==> config.mk <==
export PLATFORM = sky130hd
export DESIGN_NAME = bfce_ctrl
export DESIGN_NICKNAME = d
export VERILOG_FILES = /design/src/design/bfce_pkg.sv /design/src/design/bfce_ctrl.sv
export SDC_FILE = /design/constraint.sdc
export NUM_CORES = 1
export LEC_CHECK = 0
export BUFFER_PORTS_ARGS = -buffer_cell sky130_fd_sc_hd__buf_2
export CAP_MARGIN = 10
export CORE_AREA = 2 2 39 41
export CTS_BUF_LIST = sky130_fd_sc_hd__clkbuf_4 sky130_fd_sc_hd__clkbuf_8 sky130_fd_sc_hd__clkbuf_16
export CTS_CLUSTER_SIZE = 25
export DETAILED_ROUTE_END_ITERATION = 7
export DIE_AREA = 0 0 41 43
export GPL_TIMING_DRIVEN = 1
export REMOVE_ABC_BUFFERS = 1
export SYNTH_ARGS = -nofsm -noshare
export SYNTH_HDL_FRONTEND = slang
export SYNTH_SLANG_ARGS = --single-unit
==> constraint.sdc <==
create_clock -name clk -period 1.1 [get_ports clk]
set_input_delay 0.11 -clock clk [delete_from_list [all_inputs] [get_ports clk]]
set_output_delay 0.11 -clock clk [all_outputs]
set_load 0.02 [all_outputs]
==> src/design/bfce_pkg.sv <==
// Types and constants of the bit field copy engine.
// No dependencies.
package bfce_pkg;

	localparam logic [1:0] CMD_WRITE = 2'd0;
	localparam logic [1:0] CMD_READ  = 2'd1;
	localparam logic [1:0] CMD_COPY  = 2'd2;

	localparam logic [1:0] RD_ADDR = 2'd0;
	localparam logic [1:0] RD_SRC  = 2'd1;
	localparam logic [1:0] RD_DST  = 2'd2;

	localparam int ADDR_MAX = 4095;
	localparam int STEP_W   = 4;

	typedef struct packed {
		logic       load;
		logic       red_step;
		logic       load_ptr;
		logic       rd_en;
		logic [1:0] rd_sel;
		logic       wr_en;
		logic       wr_copy;
		logic       latch_src;
		logic       advance;
	} dp_cmd_t;

	typedef struct packed {
		logic [1:0] command;
		logic       red_last;
		logic       count_zero;
		logic       last_chunk;
	} dp_stat_t;

	// compare-subtract steps that fold a 12-bit address into the memory size
	function automatic int red_steps(input int mem);
		int k;
		k = 0;
		while ((mem << k) <= ADDR_MAX) k++;
		return k;
	endfunction

endpackage

==> src/design/bfce_ctrl.sv <==
// Controller: sequences folding, byte access and chunked copy, owns handshakes.
// Depends on bfce_pkg.
module bfce_ctrl import bfce_pkg::*; #(
	parameter int RED_STEPS = 0
) (
	input  logic     clk,
	input  logic     arst_n,
	input  logic     req_valid,
	output logic     req_ready,
	output logic     rsp_valid,
	input  logic     rsp_ready,
	output dp_cmd_t  cmd,
	input  dp_stat_t stat
);

	localparam logic [2:0] S_IDLE = 3'd0;
	localparam logic [2:0] S_RED  = 3'd1;
	localparam logic [2:0] S_EXEC = 3'd2;
	localparam logic [2:0] S_CSRC = 3'd3;
	localparam logic [2:0] S_CDST = 3'd4;
	localparam logic [2:0] S_CWR  = 3'd5;
	localparam logic [2:0] S_RESP = 3'd6;

	logic [2:0] state_q, state_nx;

	always_comb begin
		state_nx  = state_q;
		cmd       = '0;
		cmd.rd_sel = RD_ADDR;
		req_ready = 1'b0;
		rsp_valid = 1'b0;
		case (state_q)
			S_IDLE: begin
				req_ready = 1'b1;
				if (req_valid) begin
					cmd.load = 1'b1;
					state_nx = (RED_STEPS > 0) ? S_RED : S_EXEC;
				end
			end
			S_RED: begin
				cmd.red_step = 1'b1;
				if (stat.red_last) begin
					state_nx = S_EXEC;
				end
			end
			S_EXEC: begin
				cmd.load_ptr = 1'b1;
				case (stat.command)
					CMD_WRITE: begin
						cmd.wr_en = 1'b1;
						state_nx  = S_RESP;
					end
					CMD_READ: begin
						cmd.rd_en = 1'b1;
						state_nx  = S_RESP;
					end
					CMD_COPY: begin
						state_nx = stat.count_zero ? S_RESP : S_CSRC;
					end
					default: begin
						state_nx = S_RESP;
					end
				endcase
			end
			S_CSRC: begin
				cmd.rd_en  = 1'b1;
				cmd.rd_sel = RD_SRC;
				state_nx   = S_CDST;
			end
			S_CDST: begin
				cmd.latch_src = 1'b1;
				cmd.rd_en     = 1'b1;
				cmd.rd_sel    = RD_DST;
				state_nx      = S_CWR;
			end
			S_CWR: begin
				cmd.wr_en   = 1'b1;
				cmd.wr_copy = 1'b1;
				cmd.advance = 1'b1;
				state_nx    = stat.last_chunk ? S_RESP : S_CSRC;
			end
			S_RESP: begin
				rsp_valid = 1'b1;
				if (rsp_ready) begin
					state_nx = S_IDLE;
				end
			end
			default: begin
				state_nx = S_IDLE;
			end
		endcase
	end

	always_ff @(posedge clk or negedge arst_n) begin
		if (!arst_n) begin
			state_q <= S_IDLE;
		end else begin
			state_q <= state_nx;
		end
	end

endmodule

# After elaboration in Yosys (flattened, before gate mapping)
# Index checks and enable logic that the tools add are counted.
# Widths: inputs -> output; s select.
[classes]
n_mux = 20
eq_ne = 11
n_reduce_logical = 4
[op_table]
columns = ["cell", "count"]
rows = [
  ["$pmux 3 s7", 1],
  ["$mux 3", 6],
  ["$mux 1", 10],
  ["$eq 3x3->1 const B", 3],
  ["$eq 3x2->1 const B", 2],
  ["$ne 2x2->1 const B", 3],
  ["$pmux 1 s2", 2],
  ["$pmux 2 s2", 1],
  ["$eq 3x1->1 const B", 1],
  ["$logic_not 3->1", 1],
  ["$reduce_and 3->1", 1],
  ["$eq 2x1->1 const B", 1],
  ["$eq 2x2->1 const B", 1],
  ["$logic_not 2->1", 1],
  ["$reduce_or 2->1", 1],
]
[totals]
in_bits = 9
out_inout_bits = 12
word_cells = 36
reg_bits = 3

# Depth between registers and ports, before layout
# Gate-level depths: netlist (run 1).
[depth]
word_depth = 3
depth_mapped = 4

# Worst setup path after synthesis (run 1)
# OpenSTA, ideal clock, no wires.
[synth_path]
path_kind = "flip-flop to output port"
from = "reg state_q[0]"
to = "out cmd[9] (netlist bit)"
required_time_ns = 0.990
path_stages_with_launch = 4
t_arrival_ns = 1.352
slack_ns = -0.362
path_cell_list = "dfrtp_1 -> buf_2 -> nor3_1 -> and2_1"
[synth_rtl]
columns = ["element", "line_no", "text"]
rows = [
  ["start: declaration", "bfce_ctrl.sv:24", "logic [2:0] state_q, state_nx;"],
  ["start signal: assignment", "bfce_ctrl.sv:98", "state_q <= state_nx;"],
  ["end: declaration", "bfce_ctrl.sv:12", "output dp_cmd_t cmd,"],
]

==> results.md, run 1 <==
- The flow ran to the end, but the final reports show violations.
- The final reports fail on setup timing.
- The largest registers in the layout are state_q x3.
- The total power is ~2100 uW.
- The final net count is 79.
- For this run, the top clock speed supported by timing is 731 MHz.
- The number of warning messages in the yosys log is 0.
- The arrival time of the worst setup path is 1.26 ns.
- The mean number of vias per cell is ~4.4.
- The transition time at the pin with the least slew margin is 0.282 ns.
- The first-pass iteration count of the detailed router is 2.
- The register share of total power is about 14%.
- The post-synthesis xor/xnor area fraction is 0%.
- The number of rows created at floorplan is 14.
- For this configuration, the core starts out at a cell density of 21.6%.
- In the synthesized netlist the async set-or-reset flop fraction comes to 100%.
- Across every metal layer, demand over resource in global routing totals a little over a tenth.
- The via count of the first global-routing pass was 320.
- The design internal power is 1210 uW.
- The portion of synthesized area spent on multiplexers is 0%.
- The number of clock buffers added by TritonCTS is 3.
- The final design utilization is 47.9%.
- The worst hold path belongs to the class in2reg.
- Relative to the synthesized area, the layout overhead comes to 122%.
- The region available for standard cell placement spans 1380 um^2.
- The number of flip-flops in the largest register is 3.
- The final layout contains routed wiring with a total length of ~900 um.
- The most frequently used cell type in the post-synthesis netlist is nor2_1.
- After synthesis, flip-flops and latches occupy between 20% and 30% of the total area.
- The number of endpoints failing setup at the final stage is 13.
- The worst endpoint required time is 0.99 ns.
- The area of all placed cells without fillers is about 660 um^2.
- Summed over all nets, the half-perimeter wirelength after detailed placement is 613 um.
- The number of library cell types mapped by synthesis is 24.
- IR analysis of the VDD net gives a maximum drop of 0.00130 V.
- Between clock sinks in the finished design, the worst skew comes to ~0.0046 ns.
- Setup slack on the critical path of the routed design comes to -0.268 ns.
- After detailed routing, the average wire length per cell comes to 10.6 um.
- The clock latency reported for the late side of the worst-skew pair is 0.24 ns.
- The share of power burned in combinational logic is 75.5%.
- The combinational family with the most area after synthesis is simple AND/OR/NAND/NOR gates.
- In the finished design, the share of the clock period the worst path needs comes to 124%.
- Hold is met by around 0.16 ns.
- The worst setup path is captured at an output pin.
- Along the worst path, the maximum fanout reaches 4.
- The clock-pin slew on the worst setup and hold paths is ~0.04 ns.
- Averaged over all synthesized cells, the footprint is 8.08 um^2.
- The total net switching power is 898 uW.
- The static leakage is around 0.00032 uW.
- The critical path launch point type is a flip-flop.
- The deepest clock path buffer count is 2.
- The TritonCTS clock tree is built.
- The dominant register cell in the synthesized netlist is dfrtp_1.
- Cells with a size suffix above 1 make up 73.9% of the layout.
- The total of max-cap violations is 0.
- The global-route wire length before repair is 1.28 mm.
- The I/O pin total is 21.
- The initial antenna violation count was 0.
- The synthesized netlist cell count is 37.
- In this run, the number of DRC markers left after iteration 0 of detailed routing was 3.
- The number of antenna diodes is 0.
- The simple-gate share of the synthesized area is between 30% and 40%.
- After layout, the minimum clock period comes to 1.37 ns.
- The top cell type by area accounts for 25.1% of the synthesized area.
- Counting instances in the post-synthesis netlist gives the leading cell types as nor2_1 (6), dfrtp_1 (3).
- Setup repair after global routing could not meet its margin everywhere.
- The final weighted congestion in routability-driven placement is 0.791.
- The die covers 1760 um^2.
- The count of antenna-violating nets left after detailed routing is 0.
- The setup path with the least slack is of type reg2out.
- Entering global routing, the biggest net connects 9 pins.
- The maximum level of the CTS H-tree is 1.
- The count of flip-flops with a built-in enable after synthesis is 0.
- After synthesis the netlist holds a flip-flop and latch count of 3.
- Ranked by flip-flop count, first place goes to state_q.
- Per report_power, the clock group accounts for between 10% and 20% of the total.
- The TritonCTS sink count is 3.
- Buffers placed on the I/O ports in this run total 20.
- Global routing finished with a remaining overflow of 0.
- The via total after detailed routing is around 380.
- Sorting the synthesized cells by area gives the leading types as dfrtp_1 (25%), nand2b_4 (9.2%), nor2_1 (7.5%), buf_4 (5.0%), nor3b_1 (5.0%).
- The tree is rooted in a clkbuf_4.
- The synthesized cell area is 299 um^2.
- In this run the tightest slew margin relative to its limit is between 80% and 90%.
- The final hold violation count was 0.
- The number of remaining DRC errors is 0.
- The synthesized netlist devotes 0% of its cell area to adder and majority cells.
- The synthesized netlist devotes 22.2% of its cell area to compound gates.
- In this run the power density over the cells is 3180 nW/um^2.
- The setup TNS is -2.23 ns.
- The number of max-slew violations in the final report was 0.
- The placed cell area is around 440 um^2.
- Measured along the y axis, the die boundary spans 43 um.
- The switching share of total power is 42.5%.
- The die width is 41 um.
- The post-synthesis cell type with the largest combined area is dfrtp_1.
- The layout has 142 filler cells.
[power by group through the flow]
stage	sequential (uW)	clock, uW	combinational, uW
floorplan	268	0	576
global placement	277	0	1000
detailed placement	275	0	1000
CTS	307	234	1280
global route	305	233	1700
finish	294	224	1590
[area by class of cell]
class                           instances  area [um^2]  area share, %
Multi-Input combinational cell         27          241           36.4
Clock buffer                            4         30.0           4.53
Timing Repair Buffer                   32          282           42.5
Sequential cell                         3         78.8           11.9
Tap cell                               16         20.0           3.02
Inverter                                3         11.3           1.70
[cells in the final DEF, fill, tap and decap left out, types with 2 or more instances in the layout]
| master | count |
|---|---|
| buf_6 | 13 |
| buf_2 | 9 |
| buf_4 | 8 |
| nor2_4 | 4 |
| clkbuf_4 | 4 |
| nand2b_4 | 3 |
| dfrtp_2 | 3 |
| inv_1 | 2 |
| a21oi_1 | 2 |
| nor2_1 | 2 |
| and2_1 | 2 |
[final timing paths]
path / start / to / slack, ns / cells past startpoint
max: state_q[1]$_DFFE_PN0P_ / cmd[3] / -0.27 / 5
min: stat[1] / state_q[0]$_DFFE_PN0P_ / 0.16 / 3
max reg2reg: state_q[1]$_DFFE_PN0P_ / state_q[2]$_DFFE_PN0P_ / -0.17 / 5
min reg2reg: state_q[1]$_DFFE_PN0P_ / state_q[0]$_DFFE_PN0P_ / 0.65 / 2
max in group asynchronous: arst_n / state_q[0]$_DFFE_PN0P_ / 0.78 / 2
min in group asynchronous: arst_n / state_q[1]$_DFFE_PN0P_ / 0.20 / 2
[routing by layer]
metal  global-route usage (%)  share of wire (%)
met5                        0                  0
met4                     8.00                2.1
met3                        0                5.7
met2                     16.6                 53
met1                     13.3                 39
[timing repair]
item / 4_1_cts / 5_1_grt
hold endpoints to repair: 3 / 0
pin swaps: 1 / 4
buffers inserted: 1 / 3
hold buffers: 1 / 0
endpoints found under the setup margin: 13 / 15
gates resized for setup: 27 / 14
[per-stage QoR]
stage | setup WS, ns | instances
global route | -0.319 | 85
detailed placement | -0.0994 | 76
CTS | -0.253 | 82
global placement | -0.0918 | 76
finish | -0.268 | 85
floorplan | -0.484 | 33
[kinds of logic (layout without fill, tap and decap cells)]
logic type      Yosys count  after routing
flops                     3              3
buf+inv                   7             39
simple gates             18             18
compound gates            9              9
[critical path, cell delays in order (launching register included)]
cell and delay, ns:
dfrtp_2 0.44, buf_12 0.14, nand2b_4 0.08, nor2_4 0.05
a21o_1 0.18, buf_6 0.13
No activity file was read; power rests on OpenSTA's default activity.
==> inputs of run 2 (changes only) <==
- ABC_AREA: default -> 1
==> results.md, run 2 <==
- The mean number of vias per cell is 4.08 (-7.4%).
- The global-route wire length before repair is 1.27 mm (-0.55%).
- The master of the slowest instance on the critical path is dfrtp_2.
- The maximum resistive drop on vdd is 0.00150 V (+15%).
- The final reports fail on setup timing.
- The total routing usage reported by global routing was 11.1% (+0.38 points).
- The top cell type's share of synthesized area came to 25.9% (+0.76 points).
- The average size of a mapped cell is 5.92 um^2 (-27%).
- The endpoint of the worst register-to-register path is state_q[1]$_DFFE_PN0P_.
- The initial antenna violation count is 0 (unchanged).
- The biggest cell delay along the critical path is 0.44 ns (about the same).
- The worst-path maximum fanout was 4 (unchanged).
- The number of rows created at floorplan is 14 (unchanged).
- The via count of the first global-routing pass is 331 (+3.4%).
- The via total after detailed routing is 392 (+4.5%).
- The library cell used most frequently in the layout, excluding fill and tap cells, is buf_4.
- The initial cell density of the core is 21.0% (-0.63 points).
- The final hold violation count is 0 (unchanged).
- The sum of net half-perimeters after detailed placement came to 590 um (-3.7%).
- The number of antenna diodes came to 0 (unchanged).
- The deepest clock path buffer count is 2 (unchanged).
- The number of max-slew violations in the final report came to 0 (unchanged).
- The arrival time of the worst setup path is 1.17 ns (-0.09 ns).
- The total of max-cap violations is 0 (unchanged).
- The ratio of final minimum period to clock period came to 116% (-7.9 points).
- The port buffer count is 20 (unchanged).
- Setup repair after global routing could not meet its margin everywhere.
- The worst path setup slack after routing came to -0.181 ns (+0.0873 ns).
- The cell family contributing the most delay on the critical path is flip-flops.
- The setup skew after layout is 0.000734 ns (-0.00383 ns).
- Ranked by total cell area, the synthesized netlist is headed by dfrtp_1 (26%), nand3_1 (14%), inv_1 (13%), nand2_1 (13%), nor2_1 (6.5%).
- The flip-flop and latch count after synthesis was 3 (unchanged).
- The maximum clock frequency came to 781 MHz (+6.8%).
- The register-to-register setup slack is 0.05 ns (+0.22 ns).
- The CTS buffer count came to 3 (unchanged).
- The largest registers in the layout are state_q x3.
- The critical path in this run is classified as reg2out.
- The worst-case hold path end point is state_q[2]$_DFFE_PN0P_.
- The number of flip-flops in the largest register is 3 (unchanged).
- The final weighted congestion in routability-driven placement is 0.755 (-4.6%).
- In the synthesized netlist the dominant register cell turns out to be dfrtp_1.
- The final net count is 90 (+14%).
- The synthesized cell area came to 290 um^2 (-2.9%).
- The synthesized netlist cell count is 49 (+32%).
- The total core area is 1380 um^2 (unchanged).
- The buffers plus inverters on the worst setup path is 1 (-1).
- The maximum level of the CTS H-tree is 1 (unchanged).
- The count of antenna-violating nets left after detailed routing is 0 (unchanged).
- The worst setup path is launched from a flip-flop.
- The clock latency reported for the late side of the worst-skew pair came to 0.24 ns (about the same).
- The origin of the critical flop-to-flop path is state_q[0]$_DFFE_PN0P_.
- The kind of capture point of the worst setup path is an output pin.
- The initial DRC count was 6 (+3).
- The post-placement cell count is 86 (+13%).
- In the layout the commonest cells are buf_4 (13), buf_2 (11), inv_1 (10), nand2_1 (9).
- The minimum clock period is 1.28 ns (-0.0873 ns).
- The TritonCTS sink count is 3 (unchanged).
- The share of layout cells above drive strength 1 was 58.8% (-15 points).
- The aggregate routed wire length is 842 um (-6.7%).
- The pin count of the biggest net entering global routing is 7 (-2).
- The static leakage is 0.000345 uW (+8.1%).
- The cell count of the worst hold path came to 3 (unchanged).
- The number of remaining DRC errors was 0 (unchanged).
- The clock root buffer is clkbuf_4.
- The sequential element share of the synthesized area is 25.9% (+0.76 points).
- The worst reg-to-reg path cell count was 6 (+1).
- The number of library cell types mapped by synthesis is 14 (-42%).
- The startpoint identified for the worst hold timing path is stat[0].
- The footprint of the multi-input gates came to 195 um^2 (-19%).
- The first-pass iteration count of the detailed router is 3 (+1).
- The die width was 41 um (unchanged).
- The setup TNS was -1.86 ns (+0.372 ns).
- The post-synthesis cell type with the largest combined area is dfrtp_1.
- The worst hold path belongs to the class in2reg.
- The area of the die is 1760 um^2 (unchanged).
- The flow ran to the end, but the final reports show violations.
- The power density relative to cell area was 3060 nW/um^2 (-3.9%).
- Counting flops per register, the top entry is state_q.
- The transition time at the pin with the least slew margin is 0.159 ns (-0.123 ns).
- The commonest cells after synthesis are inv_1 (10), nand2_1 (10), nand3_1 (8), nor2_1 (5), dfrtp_1 (3).
- The I/O pin total is 21 (unchanged).
- Compared with the post-synthesis result, the final layout area differs by 98.3%.
- The clock-pin slew on the worst setup and hold paths is 0.04 ns (about the same).
- The number of standard cells in the final layout excluding fillers is 96 (+13%).
- TritonCTS built the clock tree.
- The routed length per placed instance is 8.77 um (-17%).
- The number of filler instances in the final layout was 153 (+7.7%).
- The worst-case headroom to the max-slew limit is 89.3% (+8.2 points).
- The die boundary height is 43 um (unchanged).
- The count of flip-flops with a built-in enable after synthesis is 0 (unchanged).
- The critical path goes through nor2_2, nand2_1, nor2_1, buf_2.
- The residual overflow from global routing was 0 (unchanged).
- The flip-flop and latch area came to 77.6 um^2 (-1.6%).
- The number of endpoints failing setup at the final stage is 12 (-1).
- The number of warning messages in the yosys log is 0 (unchanged).
- The worst endpoint required time is 0.99 ns (about the same).
- The post-synthesis async set-or-reset flop share came to 100% (unchanged).
-- run 2: worst max path at each step --
stage	start	slack, ns	to	cells after the start
3_3_place_gp	state_q[0]$_DFFE_PN0P_	0.005	state_q[1]$_DFFE_PN0P_	6
6_report	state_q[2]$_DFFE_PN0P_	-0.18	cmd[9]	4
2_1_floorplan	state_q[0]$_DFFE_PN0P_	-0.04	cmd[6]	5
3_5_place_dp	state_q[0]$_DFFE_PN0P_	0.003	cmd[6]	6
4_1_cts	state_q[0]$_DFFE_PN0P_	-0.19	cmd[3]	6
5_1_grt	state_q[1]$_DFFE_PN0P_	-0.24	cmd[8]	3
-- run 2: per-stage QoR --
stage | setup WS, ns | power (uW) | area, um^2 | util, % | hold slack, ns
floorplan | -0.0447 | 840 | 275 | - | -0.186
detailed placement | 0.00332 | 1160 | 418 | 30.2 | -0.0916
finish | -0.181 | 1760 | 576 | 41.6 | 0.150
global route | -0.240 | 1900 | 576 | 41.6 | 0.181
CTS | -0.193 | 1670 | 538 | 38.9 | 0.149
global placement | 0.00512 | 1160 | 418 | 30.2 | -0.0927
-- run 2: kinds of logic (layout without fill, tap and decap cells) --
group / Yosys count / in the layout / synth area share [%]
compound gates: 2 / 2 / 4.31
flops: 3 / 3 / 25.9
buf+inv: 14 / 45 / 20.7
simple gates: 30 / 30 / 49.1
-- run 2: cell type report --
cell class / instances / share of cell area [%]
Clock buffer: 4 / 5.22
Inverter: 12 / 7.83
Multi-Input combinational cell: 32 / 33.9
Sequential cell: 3 / 13.5
Tap cell: 16 / 3.48
Timing Repair Buffer: 29 / 36.1
-- run 2: report_power, final --
part	total, uW	internal (uW)	switching (uW)
Clock	223	161	61.8
Sequential	275	174	101
Combinational	1260	592	671
Total	1760	927	834
-- run 2: layer usage --
layer | part of all wire, % | global-route usage [%] | vias to the layer above
met2 | 54 | 16.3 | 16
li1 | - | - | 210
met4 | 0 | 8.00 | 0
met5 | 0 | 0 | -
met3 | 8.1 | 4.71 | 0
met1 | 38 | 11.9 | 166
-- run 2: worst register-to-register path, delay by kind of cell, from the launching register on --
kind,cells,cell delay [ns]
flops,1,0.38
simple gates,3,0.30
buf+inv,2,0.20
compound gates,1,0.05
-- run 2: timing repair --
item / CTS / global route
endpoints found under the setup margin: 12 / 13
setup buffers: 3 / 2
hold endpoints to repair: 3 / 0
resized for setup: 18 / 6
pin swaps: 1 / 1
hold buffers: 1 / 0
==> inputs of run 3 (changes only) <==
- SETUP_SLACK_MARGIN: default -> 0.3
==> results.md, run 3 (same netlist as run 2, synthesis figures left out) <==
- The residual overflow from global routing is 0 (unchanged).
- The clock network fraction of total power is 12.5% (about the same).
- The family with the most delay on the worst path is flip-flops.
- The worst path setup slack after routing is -0.182 ns (-0.00133 ns).
- The via count of the first global-routing pass is 348 (+5.1%).
- The pin count of the biggest net entering global routing is 7 (unchanged).
- The area of the die is 1760 um^2 (unchanged).
- The signal on the critical path passes through nor2_2, nand2_1, nor2_1, buf_2.
- The arrival time of the worst setup path is 1.17 ns (about the same).
- The routed length per placed instance came to 9.06 um (+3.3%).
- Setup repair after global routing could not meet its margin everywhere.
- The clock latency reported for the late side of the worst-skew pair is 0.24 ns (about the same).
- The via total after detailed routing was 400 (+2.0%).
- The critical path launch point type is a flip-flop.
- The deepest clock path buffer count is 2 (unchanged).
- The number of endpoints failing setup at the final stage is 12 (unchanged).
- state_q holds more flip-flops than any other register.
- The worst reg-to-reg path cell count is 5 (-1).
- The total routing usage reported by global routing was 11.7% (+0.60 points).
- The transition time at the pin with the least slew margin is 0.159 ns (unchanged).
- The sum of net half-perimeters after detailed placement is 590 um (unchanged).
- TritonCTS built the clock tree.
- The mean number of vias per cell is 4.17 (+2.0%).
- The switching share of total power is 47.6% (+0.26 points).
- The ratio of final minimum period to clock period came to 117% (+0.12 points).
- The worst endpoint required time is 0.99 ns (about the same).
- The total of max-cap violations came to 0 (unchanged).
- Among all stages on the critical path, the largest delay is contributed by dfrtp_2.
- The cell count of the worst hold path is 3 (unchanged).
- The global-route wire length before repair is 1.33 mm (+4.9%).
- The kind of critical path is reg2out.
- The minimum clock period is 1.28 ns (+0.00133 ns).
- The die boundary height is 43 um (unchanged).
- The total core area is 1380 um^2 (unchanged).
- The total net switching power is 844 uW (+1.2%).
- The first-pass iteration count of the detailed router is 2 (-1).
- The share of layout cells above drive strength 1 is 60.0% (+1.2 points).
- The total power came to 1770 uW (+0.64%).
- The final reports fail on setup timing.
- The number of rows created at floorplan came to 14 (unchanged).
- The initial DRC count is 5 (-1).
- The final hold violation count was 0 (unchanged).
- The kind of path behind the tightest hold check is in2reg.
- The number of filler instances in the final layout is 151 (-1.3%).
- The number of flip-flops in the largest register is 3 (unchanged).
- The I/O pin total is 21 (unchanged).
- The maximum resistive drop on vdd is 0.00150 V (about the same).
- The initial cell density of the core is 21.0% (unchanged).
- The port buffer count is 20 (unchanged).
- The count of antenna-violating nets left after detailed routing is 0 (unchanged).
- The share of power burned in combinational logic is 71.8% (about the same).
- The static leakage is 0.000345 uW (about the same).
- Leaving out fill and tap cells, the most frequent cell in the layout is buf_4.
- The initial antenna violation count is 0 (unchanged).
- The biggest cell delay along the critical path was 0.45 ns (about the same).
- The buffers plus inverters on the worst setup path is 1 (unchanged).
- In the layout the commonest cells are buf_4 (13), buf_2 (11), inv_1 (10), nand2_1 (9), nand3_2 (5).
- The worst-case headroom to the max-slew limit was 89.3% (unchanged).
- The kind of capture point of the worst setup path is an output pin.
- The area growth from synthesis to final layout is 100%.
- The worst hold slack is 0.151 ns (+0.000635 ns).
- The final design utilization is 42.0% (+0.36 points).
- In the final layout, the registers with the most flip-flops are state_q x3.
- The number of remaining DRC errors is 0 (unchanged).
- The maximum level of the CTS H-tree is 1 (unchanged).
- The design internal power is 928 uW (+0.14%).
- The clock-pin slew on the worst setup and hold paths was 0.04 ns (about the same).
- The power density relative to cell area is 3050 nW/um^2 (-0.23%).
- The worst-path maximum fanout is 4 (unchanged).
- The CTS buffer count is 3 (unchanged).
- The register share of total power is 15.6% (about the same).
- The TritonCTS sink count came to 3 (unchanged).
- The number of antenna diodes was 0 (unchanged).
- The die width is 41 um (unchanged).
- The maximum clock frequency was 780 MHz (-0.10%).
- The cell sitting at the root of the clock tree is a clkbuf_4.
- The setup skew after layout is 0.000735 ns (+0.00000175 ns).
- The final weighted congestion in routability-driven placement is 0.755 (unchanged).
- The setup slack after placement is 0.00332 ns (unchanged).
- The aggregate routed wire length came to 870 um (+3.3%).
- The final net count is 90 (unchanged).
- The instance count on the critical path came to 4 (unchanged).
- The number of max-slew violations in the final report came to 0 (unchanged).
- The run finished, with violations left.
[run 3: final timing paths]
kind / startpoint / end / slack, ns
worst max-delay path: state_q[2]$_DFFE_PN0P_ / cmd[9] / -0.18
worst min-delay path: stat[0] / state_q[2]$_DFFE_PN0P_ / 0.15
worst max register to register: state_q[2]$_DFFE_PN0P_ / state_q[2]$_DFFE_PN0P_ / 0.04
worst min register to register: state_q[0]$_DFFE_PN0P_ / state_q[1]$_DFFE_PN0P_ / 0.66
max in group asynchronous: arst_n / state_q[2]$_DFFE_PN0P_ / 0.78
min in group asynchronous: arst_n / state_q[1]$_DFFE_PN0P_ / 0.20
[run 3: worst register-to-register path, cell delays in order (launching register included)]
cell and delay, ns:
dfrtp_2 0.45, inv_2 0.12, nor2_4 0.05, buf_4 0.13, o21ai_1 0.07, nand4_1 0.11
[run 3: layer usage]
metal  up-vias  routed length [um]  GRT usage [%]
met2        16                 476           18.1
met3         0                  68           4.71
met5         -                   0              0
met4         0                   0           8.00
met1       174                 326           11.9
li1        210                   -              -
[run 3: power by group through the flow]
stage | clock (uW) | sequential [uW] | combinational (uW)
after floorplan | 0 | 239 | 601
after global placement | 0 | 251 | 913
after detailed placement | 0 | 255 | 907
after CTS | 231 | 266 | 1170
after global routing | 242 | 279 | 1380
final | 222 | 277 | 1270
[run 3: what timing repair did]
item | 4_1_cts | 5_1_grt
endpoints found under the hold margin | 3 | 0
hold buffers | 1 | 0
setup buffers | 3 | 2
endpoints found under the setup margin | 15 | 15
pin swaps | 1 | 1
resized for setup | 19 | 6
[run 3: final cells by class]
type	instances	area, um^2	share of cell area [%]
tap	16	20.0	3.45
inverter	12	45.0	7.76
timing repair buffer	29	208	35.8
sequential	3	77.6	13.4
clock buffer	4	30.0	5.17
multi-input combinational	32	200	34.5
[run 3: stage by stage]
stage | cell area (um^2) | cells | TNS, ns
2_1_floorplan | 275 | 47 | -0.0728
3_3_place_gp | 418 | 86 | 0
3_5_place_dp | 418 | 86 | 0
4_1_cts | 543 | 94 | -1.87
5_1_grt | 581 | 96 | -2.73
6_report | 581 | 96 | -1.89
